[src/smms_pkg.sv]
// Types, codes and constants of the serial modem mode shifter.
package smms_pkg;

    localparam int TIME_W    = 48;
    localparam int GAP_W     = 20;
    localparam int BIT_W     = 18;
    localparam int BYTE_W    = 8;
    localparam int CFG_IDX_W = 2;
    localparam int CFG_DAT_W = 20;
    localparam int NUM_WIN   = 4;

    // Line event codes; the fourth code carries no event.
    typedef enum logic [1:0] {
        FUNC_MOTOR   = 2'd0,
        FUNC_COMMAND = 2'd1,
        FUNC_BYTE    = 2'd2
    } func_t;

    // Configuration register indexes.
    localparam logic [CFG_IDX_W-1:0] CFG_EDGE_GAP_MIN   = 2'd0;
    localparam logic [CFG_IDX_W-1:0] CFG_EDGE_GAP_MAX   = 2'd1;
    localparam logic [CFG_IDX_W-1:0] CFG_MIN_BIT_CYCLES = 2'd2;

    localparam logic [GAP_W-1:0] EDGE_GAP_MIN_RST   = 20'd44802;
    localparam logic [GAP_W-1:0] EDGE_GAP_MAX_RST   = 20'd119472;
    localparam logic [BIT_W-1:0] MIN_BIT_CYCLES_RST = 18'd3000;

    // Baud windows in priority order: 300, 210, 110, 500 baud.
    localparam logic [BIT_W-1:0] WIN_LO [NUM_WIN] = '{18'd5666, 18'd8096, 18'd15457, 18'd3401};
    localparam logic [BIT_W-1:0] WIN_HI [NUM_WIN] = '{18'd6265, 18'd8950, 18'd17085, 18'd3759};

    localparam logic [2:0] PHASE_COMMIT = 3'd7;

    typedef struct packed {
        logic [GAP_W-1:0] edge_gap_min;
        logic [GAP_W-1:0] edge_gap_max;
        logic [BIT_W-1:0] min_bit_cycles;
    } cfg_t;

    typedef struct packed {
        logic [TIME_W-1:0] last_edge_time;
        logic [2:0]        shift_phase;
        logic [3:0]        shift_bits;
        logic              comm_flag;
        logic              hook_flag;
        logic              answer_flag;
        logic              dial_flag;
        logic [1:0]        rate_index;
    } state_t;

    typedef struct packed {
        logic              forward_valid;
        logic [BYTE_W-1:0] forward_byte;
        logic [1:0]        rate_code;
        logic              comm_active;
        logic              off_hook;
        logic              answer_mode;
        logic              dial_mode;
        logic              do_answer;
        logic              do_hangup;
        logic              dial_timer_restart;
        logic              mode_committed;
    } result_t;

endpackage

[src/smms_in_if.sv]
// Input channel of line events.
interface smms_in_if;
    logic                        valid;
    logic                        ready;
    logic [1:0]                  func;
    logic                        level;
    logic [smms_pkg::TIME_W-1:0] now;
    logic                        command_level;
    logic [smms_pkg::BYTE_W-1:0] data_byte;
    logic [smms_pkg::BIT_W-1:0]  cycles_per_bit;

    modport source (
        output valid, func, level, now, command_level, data_byte, cycles_per_bit,
        input  ready
    );
    modport sink (
        input  valid, func, level, now, command_level, data_byte, cycles_per_bit,
        output ready
    );
endinterface

[src/smms_out_if.sv]
// Output channel of result words.
interface smms_out_if;
    logic                        valid;
    logic                        ready;
    logic                        forward_valid;
    logic [smms_pkg::BYTE_W-1:0] forward_byte;
    logic [1:0]                  rate_code;
    logic                        comm_active;
    logic                        off_hook;
    logic                        answer_mode;
    logic                        dial_mode;
    logic                        do_answer;
    logic                        do_hangup;
    logic                        dial_timer_restart;
    logic                        mode_committed;

    modport source (
        output valid, forward_valid, forward_byte, rate_code, comm_active, off_hook,
               answer_mode, dial_mode, do_answer, do_hangup, dial_timer_restart,
               mode_committed,
        input  ready
    );
    modport sink (
        input  valid, forward_valid, forward_byte, rate_code, comm_active, off_hook,
               answer_mode, dial_mode, do_answer, do_hangup, dial_timer_restart,
               mode_committed,
        output ready
    );
endinterface

[src/serial_modem_mode_shifter_core.sv]
// Top level of the serial modem mode shifter.
//
//  channel  direction  handshake      word
//  req      in         valid/ready    line event: func, level, now, command, byte, period
//  rsp      out        valid/ready    status word with forwarded byte and pulses
//  cfg      in         cfg_we         register write: cfg_index, cfg_data
//
// One event is accepted per cycle while rsp is free or draining; its result word is
// loaded into the result register in the next cycle, set by the 48-bit gap subtract
// and window compares. A new event is taken while a word waits only if that word
// leaves the same cycle. Reset clears all state and the output valid and loads
// register defaults. A stalled rsp holds its word and blocks req until it is taken.
module serial_modem_mode_shifter_core (
    input  logic                             clk,
    input  logic                             rst_n,
    smms_in_if.sink                          req,
    smms_out_if.source                       rsp,
    input  logic                             cfg_we,
    input  logic [smms_pkg::CFG_IDX_W-1:0]   cfg_index,
    input  logic [smms_pkg::CFG_DAT_W-1:0]   cfg_data
);
    import smms_pkg::*;

    cfg_t    cfg_reg;
    state_t  state_reg;
    state_t  state_next;
    result_t rsp_reg;
    result_t rsp_next;
    logic    rsp_valid_reg;
    logic    accept;

    // Take a word when the result register is free or draining
    assign req.ready = ~rsp_valid_reg | rsp.ready;
    assign accept    = req.valid & req.ready;

    smms_step u_step (
        .cfg            (cfg_reg),
        .cur            (state_reg),
        .func           (req.func),
        .level          (req.level),
        .now            (req.now),
        .command_level  (req.command_level),
        .data_byte      (req.data_byte),
        .cycles_per_bit (req.cycles_per_bit),
        .nxt            (state_next),
        .res            (rsp_next)
    );

    // Write configuration registers
    always_ff @(posedge clk or negedge rst_n)
    begin
        if (!rst_n)
        begin
            cfg_reg.edge_gap_min   <= EDGE_GAP_MIN_RST;
            cfg_reg.edge_gap_max   <= EDGE_GAP_MAX_RST;
            cfg_reg.min_bit_cycles <= MIN_BIT_CYCLES_RST;
        end
        else if (cfg_we)
        begin
            unique case (cfg_index)
                CFG_EDGE_GAP_MIN:   cfg_reg.edge_gap_min   <= cfg_data;
                CFG_EDGE_GAP_MAX:   cfg_reg.edge_gap_max   <= cfg_data;
                CFG_MIN_BIT_CYCLES: cfg_reg.min_bit_cycles <= cfg_data[BIT_W-1:0];
                default:            cfg_reg <= cfg_reg;
            endcase
        end
    end

    // Advance state on an accepted word
    always_ff @(posedge clk or negedge rst_n)
    begin
        if (!rst_n)
        begin
            state_reg <= '0;
        end
        else if (accept)
        begin
            state_reg <= state_next;
        end
    end

    // Hold the result valid until taken
    always_ff @(posedge clk or negedge rst_n)
    begin
        if (!rst_n)
        begin
            rsp_valid_reg <= 1'b0;
        end
        else if (accept)
        begin
            rsp_valid_reg <= 1'b1;
        end
        else if (rsp.ready)
        begin
            rsp_valid_reg <= 1'b0;
        end
    end

    // Load the result payload
    always_ff @(posedge clk)
    begin
        if (accept)
        begin
            rsp_reg <= rsp_next;
        end
    end

    assign rsp.valid              = rsp_valid_reg;
    assign rsp.forward_valid      = rsp_reg.forward_valid;
    assign rsp.forward_byte       = rsp_reg.forward_byte;
    assign rsp.rate_code          = rsp_reg.rate_code;
    assign rsp.comm_active        = rsp_reg.comm_active;
    assign rsp.off_hook           = rsp_reg.off_hook;
    assign rsp.answer_mode        = rsp_reg.answer_mode;
    assign rsp.dial_mode          = rsp_reg.dial_mode;
    assign rsp.do_answer          = rsp_reg.do_answer;
    assign rsp.do_hangup          = rsp_reg.do_hangup;
    assign rsp.dial_timer_restart = rsp_reg.dial_timer_restart;
    assign rsp.mode_committed     = rsp_reg.mode_committed;

endmodule

[src/smms_step.sv]
// Next-state and result logic for one line event.
module smms_step (
    input  smms_pkg::cfg_t                cfg,
    input  smms_pkg::state_t              cur,
    input  logic [1:0]                    func,
    input  logic                          level,
    input  logic [smms_pkg::TIME_W-1:0]   now,
    input  logic                          command_level,
    input  logic [smms_pkg::BYTE_W-1:0]   data_byte,
    input  logic [smms_pkg::BIT_W-1:0]    cycles_per_bit,
    output smms_pkg::state_t              nxt,
    output smms_pkg::result_t             res
);
    import smms_pkg::*;

    logic [TIME_W-1:0] gap;
    logic              gap_bad;
    logic [2:0]        phase_base;
    logic [2:0]        phase_inc;
    logic [3:0]        bits_shifted;
    logic              hook_new;
    logic [NUM_WIN-1:0] win_hit;
    logic              win_any;
    logic [1:0]        win_idx;

    // Time the motor edge against the last one
    assign gap     = now - cur.last_edge_time;
    assign gap_bad = (gap < {{(TIME_W-GAP_W){1'b0}}, cfg.edge_gap_min})
                  || (gap > {{(TIME_W-GAP_W){1'b0}}, cfg.edge_gap_max});
    assign phase_base   = gap_bad ? 3'd0 : cur.shift_phase;
    assign phase_inc    = phase_base + 3'd1;
    assign bits_shifted = {~command_level, cur.shift_bits[3:1]};
    assign hook_new     = bits_shifted[1];

    // Match the bit period against the baud windows, first hit wins
    always_comb
    begin
        win_any = 1'b0;
        win_idx = 2'd0;
        for (int k = 0; k < NUM_WIN; k++)
        begin
            win_hit[k] = (cycles_per_bit >= WIN_LO[k]) && (cycles_per_bit <= WIN_HI[k]);
        end
        for (int k = NUM_WIN - 1; k >= 0; k--)
        begin
            if (win_hit[k])
            begin
                win_any = 1'b1;
                win_idx = 2'(k);
            end
        end
    end

    // Apply the event
    always_comb
    begin
        nxt = cur;
        res = '0;
        unique case (func)
            FUNC_MOTOR:
            begin
                nxt.last_edge_time = now;
                nxt.shift_phase    = phase_base;
                if (level == ~phase_base[0])
                begin
                    nxt.shift_phase = phase_inc;
                    if (phase_inc[0])
                    begin
                        nxt.shift_bits = bits_shifted;
                        if (phase_inc == PHASE_COMMIT)
                        begin
                            nxt.shift_phase    = 3'd0;
                            res.mode_committed = 1'b1;
                            nxt.comm_flag      = bits_shifted[0];
                            nxt.answer_flag    = bits_shifted[2];
                            nxt.dial_flag      = bits_shifted[3];
                            if (hook_new != cur.hook_flag)
                            begin
                                nxt.hook_flag = hook_new;
                                res.do_answer = hook_new && bits_shifted[2];
                                res.do_hangup = ~hook_new;
                            end
                        end
                    end
                end
            end
            FUNC_COMMAND:
            begin
                res.dial_timer_restart = cur.dial_flag && level;
            end
            FUNC_BYTE:
            begin
                if (cur.comm_flag && (cycles_per_bit >= cfg.min_bit_cycles) && win_any)
                begin
                    nxt.rate_index    = win_idx;
                    res.forward_valid = 1'b1;
                    res.forward_byte  = data_byte;
                end
            end
            default:
            begin
                nxt = cur;
            end
        endcase
        res.rate_code   = nxt.rate_index;
        res.comm_active = nxt.comm_flag;
        res.off_hook    = nxt.hook_flag;
        res.answer_mode = nxt.answer_flag;
        res.dial_mode   = nxt.dial_flag;
    end

endmodule

[src/flat_wrapper.sv]
// flat-port wrapper written by rule: the top's interface ports become plain ports
module serial_modem_mode_shifter_core_flat import smms_pkg::*;
  (clk, rst_n, cfg_we, cfg_index, cfg_data, req_valid, req_func, req_level, req_now, req_command_level, req_data_byte, req_cycles_per_bit, req_ready, rsp_valid, rsp_forward_valid, rsp_forward_byte, rsp_rate_code, rsp_comm_active, rsp_off_hook, rsp_answer_mode, rsp_dial_mode, rsp_do_answer, rsp_do_hangup, rsp_dial_timer_restart, rsp_mode_committed, rsp_ready);
  smms_in_if req_i ();
  smms_out_if rsp_i ();
  input  logic clk;
  input  logic rst_n;
  input  logic cfg_we;
  input  logic [smms_pkg::CFG_IDX_W-1:0] cfg_index;
  input  logic [smms_pkg::CFG_DAT_W-1:0] cfg_data;
  input wire logic [$bits(req_i.valid)-1:0] req_valid;
  input wire logic [$bits(req_i.func)-1:0] req_func;
  input wire logic [$bits(req_i.level)-1:0] req_level;
  input wire logic [$bits(req_i.now)-1:0] req_now;
  input wire logic [$bits(req_i.command_level)-1:0] req_command_level;
  input wire logic [$bits(req_i.data_byte)-1:0] req_data_byte;
  input wire logic [$bits(req_i.cycles_per_bit)-1:0] req_cycles_per_bit;
  output wire logic [$bits(req_i.ready)-1:0] req_ready;
  output wire logic [$bits(rsp_i.valid)-1:0] rsp_valid;
  output wire logic [$bits(rsp_i.forward_valid)-1:0] rsp_forward_valid;
  output wire logic [$bits(rsp_i.forward_byte)-1:0] rsp_forward_byte;
  output wire logic [$bits(rsp_i.rate_code)-1:0] rsp_rate_code;
  output wire logic [$bits(rsp_i.comm_active)-1:0] rsp_comm_active;
  output wire logic [$bits(rsp_i.off_hook)-1:0] rsp_off_hook;
  output wire logic [$bits(rsp_i.answer_mode)-1:0] rsp_answer_mode;
  output wire logic [$bits(rsp_i.dial_mode)-1:0] rsp_dial_mode;
  output wire logic [$bits(rsp_i.do_answer)-1:0] rsp_do_answer;
  output wire logic [$bits(rsp_i.do_hangup)-1:0] rsp_do_hangup;
  output wire logic [$bits(rsp_i.dial_timer_restart)-1:0] rsp_dial_timer_restart;
  output wire logic [$bits(rsp_i.mode_committed)-1:0] rsp_mode_committed;
  input wire logic [$bits(rsp_i.ready)-1:0] rsp_ready;
  assign req_i.valid = req_valid;
  assign req_i.func = req_func;
  assign req_i.level = req_level;
  assign req_i.now = req_now;
  assign req_i.command_level = req_command_level;
  assign req_i.data_byte = req_data_byte;
  assign req_i.cycles_per_bit = req_cycles_per_bit;
  assign req_ready = req_i.ready;
  assign rsp_valid = rsp_i.valid;
  assign rsp_forward_valid = rsp_i.forward_valid;
  assign rsp_forward_byte = rsp_i.forward_byte;
  assign rsp_rate_code = rsp_i.rate_code;
  assign rsp_comm_active = rsp_i.comm_active;
  assign rsp_off_hook = rsp_i.off_hook;
  assign rsp_answer_mode = rsp_i.answer_mode;
  assign rsp_dial_mode = rsp_i.dial_mode;
  assign rsp_do_answer = rsp_i.do_answer;
  assign rsp_do_hangup = rsp_i.do_hangup;
  assign rsp_dial_timer_restart = rsp_i.dial_timer_restart;
  assign rsp_mode_committed = rsp_i.mode_committed;
  assign rsp_i.ready = rsp_ready;
  serial_modem_mode_shifter_core u_core (.clk(clk), .rst_n(rst_n), .req(req_i), .rsp(rsp_i), .cfg_we(cfg_we), .cfg_index(cfg_index), .cfg_data(cfg_data));
endmodule
[config.mk]
export PLATFORM = sky130hd
export DESIGN_NAME = serial_modem_mode_shifter_core_flat
export DESIGN_NICKNAME = d
export VERILOG_FILES = /design/src/smms_pkg.sv /design/src/smms_in_if.sv /design/src/smms_out_if.sv /design/src/serial_modem_mode_shifter_core.sv /design/src/smms_step.sv /design/src/flat_wrapper.sv
export SDC_FILE = /design/constraint.sdc
export NUM_CORES = 1
export LEC_CHECK = 0
export BUFFER_PORTS_ARGS = -buffer_cell sky130_fd_sc_hd__buf_2
export CAP_MARGIN = 20
export CORE_MARGIN = 2
export CORE_UTILIZATION = 55
export DETAILED_ROUTE_END_ITERATION = 7
export GPL_ROUTABILITY_DRIVEN = 0
export PLACE_DENSITY = 0.76
export SKIP_LAST_GASP = 1
export SYNTH_ARGS = -nofsm -noshare
export SYNTH_HDL_FRONTEND = slang
export SYNTH_SLANG_ARGS = --single-unit
[constraint.sdc]
create_clock -name clk -period 8.04 [get_ports clk]
set_input_delay 1.608 -clock clk [delete_from_list [all_inputs] [get_ports clk]]
set_output_delay 1.608 -clock clk [all_outputs]
set_load 0.02 [all_outputs]
==> out/results.tsv <==
stage	metric	value	unit
outcome	outcome	complete, no violations	
finish	Non-Filler Instances	1557	
finish	Filler Cell Count	1657	
drt	drc violations	0	
global_routing	via count of the first global-routing pass	8814	
clock_tree	CTS Hold Buffers Added	0	
yosys	top cells by count, synth	nand2_1, o21ai_0, inv_1	
placement	Area after DPL	11300	µm²
sta	period utilisation layout	94.35	%
worst_setup_path	CP Max Fanout	4	
yosys	Syn Nets	1413	
worst_setup_path	WP data required	8.22	ns
power_and_ir_drop	leakage power	5.474	nW
clock_tree	CTS H-tree depth	4	
sta	TNS Setup	0	ns
sta	final worst setup slack	0.4544	ns
power_and_ir_drop	Switching Fraction	39.74	%
global_routing	global route overflow	0	
yosys	Syn Std Cell Area	10570	µm²
clock_tree	Root Buffer	clkbuf_16	
drt	Detail Route Antenna Nets	0	
finish	Final Util	63.31	%
global_routing	first-pass GRT wire length	41990	µm
yosys	top_reg_cell synth	dfrtp_1	
floorplanning	die area	20330	µm²
yosys	synth unique cells	87	
sta	Max transition margin	26.61	%
finish	sequential cell area	3576	µm²
yosys	Syn Area/Cell	8.804	µm²
worst_setup_path	Reg2Reg Depth	28	
yosys	sequential fraction of the synthesis area	33.85	%
yosys	asr flop ratio synth	86.23	%
sta	worst hold slack	0.5030	ns
floorplanning	core box area	18770	µm²
power_and_ir_drop	Power Density	253.1	nW/µm²
clock_tree	CTS Buf Count	17	
sta	Max Slew Vio Count	0	
sta	Worst Skew	0.006685	ns
drt	initial DRC count	634	
worst_setup_path	CP max stage delay	0.42	ns
sta	fmax	131.8	MHz
yosys	warnings from Yosys	0	
yosys	proportion of netlist area held by the largest area contributor	22.97	%
clock_tree	Clock Latency Late Sink	0.43	ns
finish	Multi-input gate area	6329	µm²
global_routing	antenna violations before repair	0	
worst_setup_path	WS Path Type	input pin to flop	
power_and_ir_drop	Logic pwr share	45.6	%
yosys	Post-synth EDFFs	19	
finish	fraction of layout cells with a size suffix above 1	20.57	%
finish	final net count	1522	
power_and_ir_drop	Max VDD drop	0.0001850	V
placement	Post-DP HPWL	19680	µm
clock_tree	Clock Pin Slew Worst Setup and Hold Paths	0.06	ns
floorplanning	cell row count	50	
finish	Finished Cell Area	11880	µm²
drt	DRT Wirelength	25490	µm
sta	Final min period	7.586	ns
placement	DP Worst Slack	-0.1631	ns
yosys	dominant cell type by area after synthesis	dfrtp_1	
sta	Worst Tran Pin Value	1.098	ns
floorplanning	I/O Pins	126	
clock_tree	Clock Tree Buf Depth	2	
floorplanning	die width	142.6	µm
worst_setup_path	cell with the largest stage delay on the worst path	fa_1	
power_and_ir_drop	Pwr Total	3.008	mW
floorplanning	DIE HEIGHT	142.6	µm
worst_setup_path	Crit. End Element	flop	
yosys	most common cell in the synthesized netlist	nand2_1	
sta	final setup vio count	0	
global_routing	GRT Total Usage	25.80	%
worst_setup_path	Arr. time, crit path	7.76	ns
power_and_ir_drop	Sequential Power Share	29.2	%
power_and_ir_drop	P_int	1.813	mW
drt	via count	9204	
floorplanning	Starting Density	56.29	%
clock_tree	TritonCTS clock tree	done	
drt	TritonRoute pass-1 iters	5	
worst_setup_path	Worst setup SP type	input pin	
finish	Layout area overhead	12.47	%
power_and_ir_drop	NetSw	1.195	mW
placement	DP Cell Count	1524	
finish	max reg flops	60	
yosys	Cells after Synth	1200	
clock_tree	clock sinks	138	
yosys	FF+latch count, synth	138	
worst_hold_path	Hold Crit Class	flop to flop	
run	MaxCap Viol Count	0	
drt	DR vias/cell	5.911	
power_and_ir_drop	clock share of power	25.2	%
drt	post-DR wirelength/cell	16.37	µm
worst_hold_path	number of stages on the worst hold path	1	
placement	port bufs	125	
sta	RSZ-0062 raised after global routing	false	
sta	final hold violations	0	
yosys	synth top area cells	dfrtp_1, ha_1, nand2_1	
global_routing	largest net degree at the start of global routing	97	
==> final timing paths <==
kind                                           start                endpoint  slack (ns)
min in group asynchronous                      rst_n    u_core.state_reg[23]        1.21
max in group asynchronous                      rst_n      u_core.cfg_reg[56]        5.55
worst max register to register  u_core.state_reg[13]  u_core.rsp.answer_mode        1.42
worst min-delay path              u_core.cfg_reg[13]      u_core.cfg_reg[13]        0.50
worst max-delay path                      req_now[0]  u_core.rsp.answer_mode        0.45
worst min register to register    u_core.cfg_reg[13]      u_core.cfg_reg[13]        0.50
==> cell families (layout without fill, tap and decap cells) <==
| family | Yosys count | in the layout | synth area share (%) |
|---|---|---|---|
| AOI/OAI and AO/OA | 334 | 334 | 20.62 |
| other | 0 | 1 | 0 |
| muxes | 59 | 59 | 6.194 |
| DFF | 138 | 138 | 33.85 |
| adders and majority gates | 108 | 108 | 12.86 |
| buffers and inverters | 160 | 282 | 6.466 |
| xor gates and xnor gates | 31 | 31 | 2.570 |
| and+or+nand+nor | 370 | 370 | 17.44 |
==> worst max-delay path: cells and delay by family <==
kind | cells | cell delay (ns)
compound gates | 6 | 1.45
simple gates | 14 | 2.84
xor+xnor | 1 | 0.17
buf+inv | 4 | 0.26
mux | 1 | 0.36
fa+ha+maj | 4 | 1.06
==> power groups by stage <==
stage / clock, mW / sequential (mW) / combinational (mW)
floorplan: 0 / 0.881 / 1.01
global placement: 0 / 0.884 / 1.30
detailed placement: 0 / 0.891 / 1.33
CTS: 0.766 / 0.879 / 1.34
global route: 0.798 / 0.891 / 1.54
finish: 0.759 / 0.879 / 1.37
==> final cells by class <==
cell class	instances	share of cell area, %
clock buffers	19	3.728
clock inverters	13	0.9793
flip-flops and latches	138	30.09
inverters	118	3.728
diodes	1	0.02106
repair buffers	132	5.728
well taps	234	2.464
multi-input cells	902	53.26
==> routing by layer <==
| layer | global-route usage (%) | part of all wire, % |
|---|---|---|
| met4 | 10.37 | 3.0 |
| met1 | 35.25 | 47 |
| met3 | 5.585 | 7.0 |
| met2 | 40.03 | 43 |
| met5 | 0 | 0 |
==> cell usage in the layout, fill, tap and decap left out, drive strengths merged, types with 5 or more instances in the layout <==
| cell type | synthesis | routed |
|---|---|---|
| edfxtp | 19 | 19 |
| nand3 | 21 | 21 |
| o21bai | 10 | 10 |
| nor4 | 18 | 18 |
| a21o | 27 | 27 |
| xor2 | 17 | 17 |
| and3 | 12 | 12 |
| and2 | 14 | 14 |
| mux2i | 8 | 8 |
| a31oi | 10 | 10 |
| o221ai | 5 | 5 |
| nand4 | 22 | 22 |
| a211oi | 11 | 11 |
| inv | 118 | 122 |
| o31ai | 10 | 10 |
| nand3b | 5 | 5 |
| o211ai | 8 | 8 |
| nor3 | 24 | 24 |
| nand2b | 13 | 13 |
| o21ai | 125 | 125 |
| buf | 9 | 132 |
| dfstp | 22 | 22 |
| mux2 | 51 | 51 |
| nand2 | 160 | 160 |
| a311oi | 5 | 5 |
| a21oi | 76 | 76 |
| nor2 | 46 | 46 |
| clkinv | 0 | 5 |
| dfrtp | 97 | 97 |
| xnor2 | 14 | 14 |
| nor2b | 8 | 8 |
| a2111oi | 10 | 10 |
| nand4b | 5 | 5 |
| clkbuf | 33 | 19 |
| ha | 107 | 107 |
| o21a | 8 | 8 |
==> timing repair <==
| action | CTS | global route |
|---|---|---|
| endpoints found under the setup margin | 0 | 11 |
| gates resized for setup | 0 | 3 |
| setup buffers | 0 | 0 |
Power figures use the tool's default switching activity.
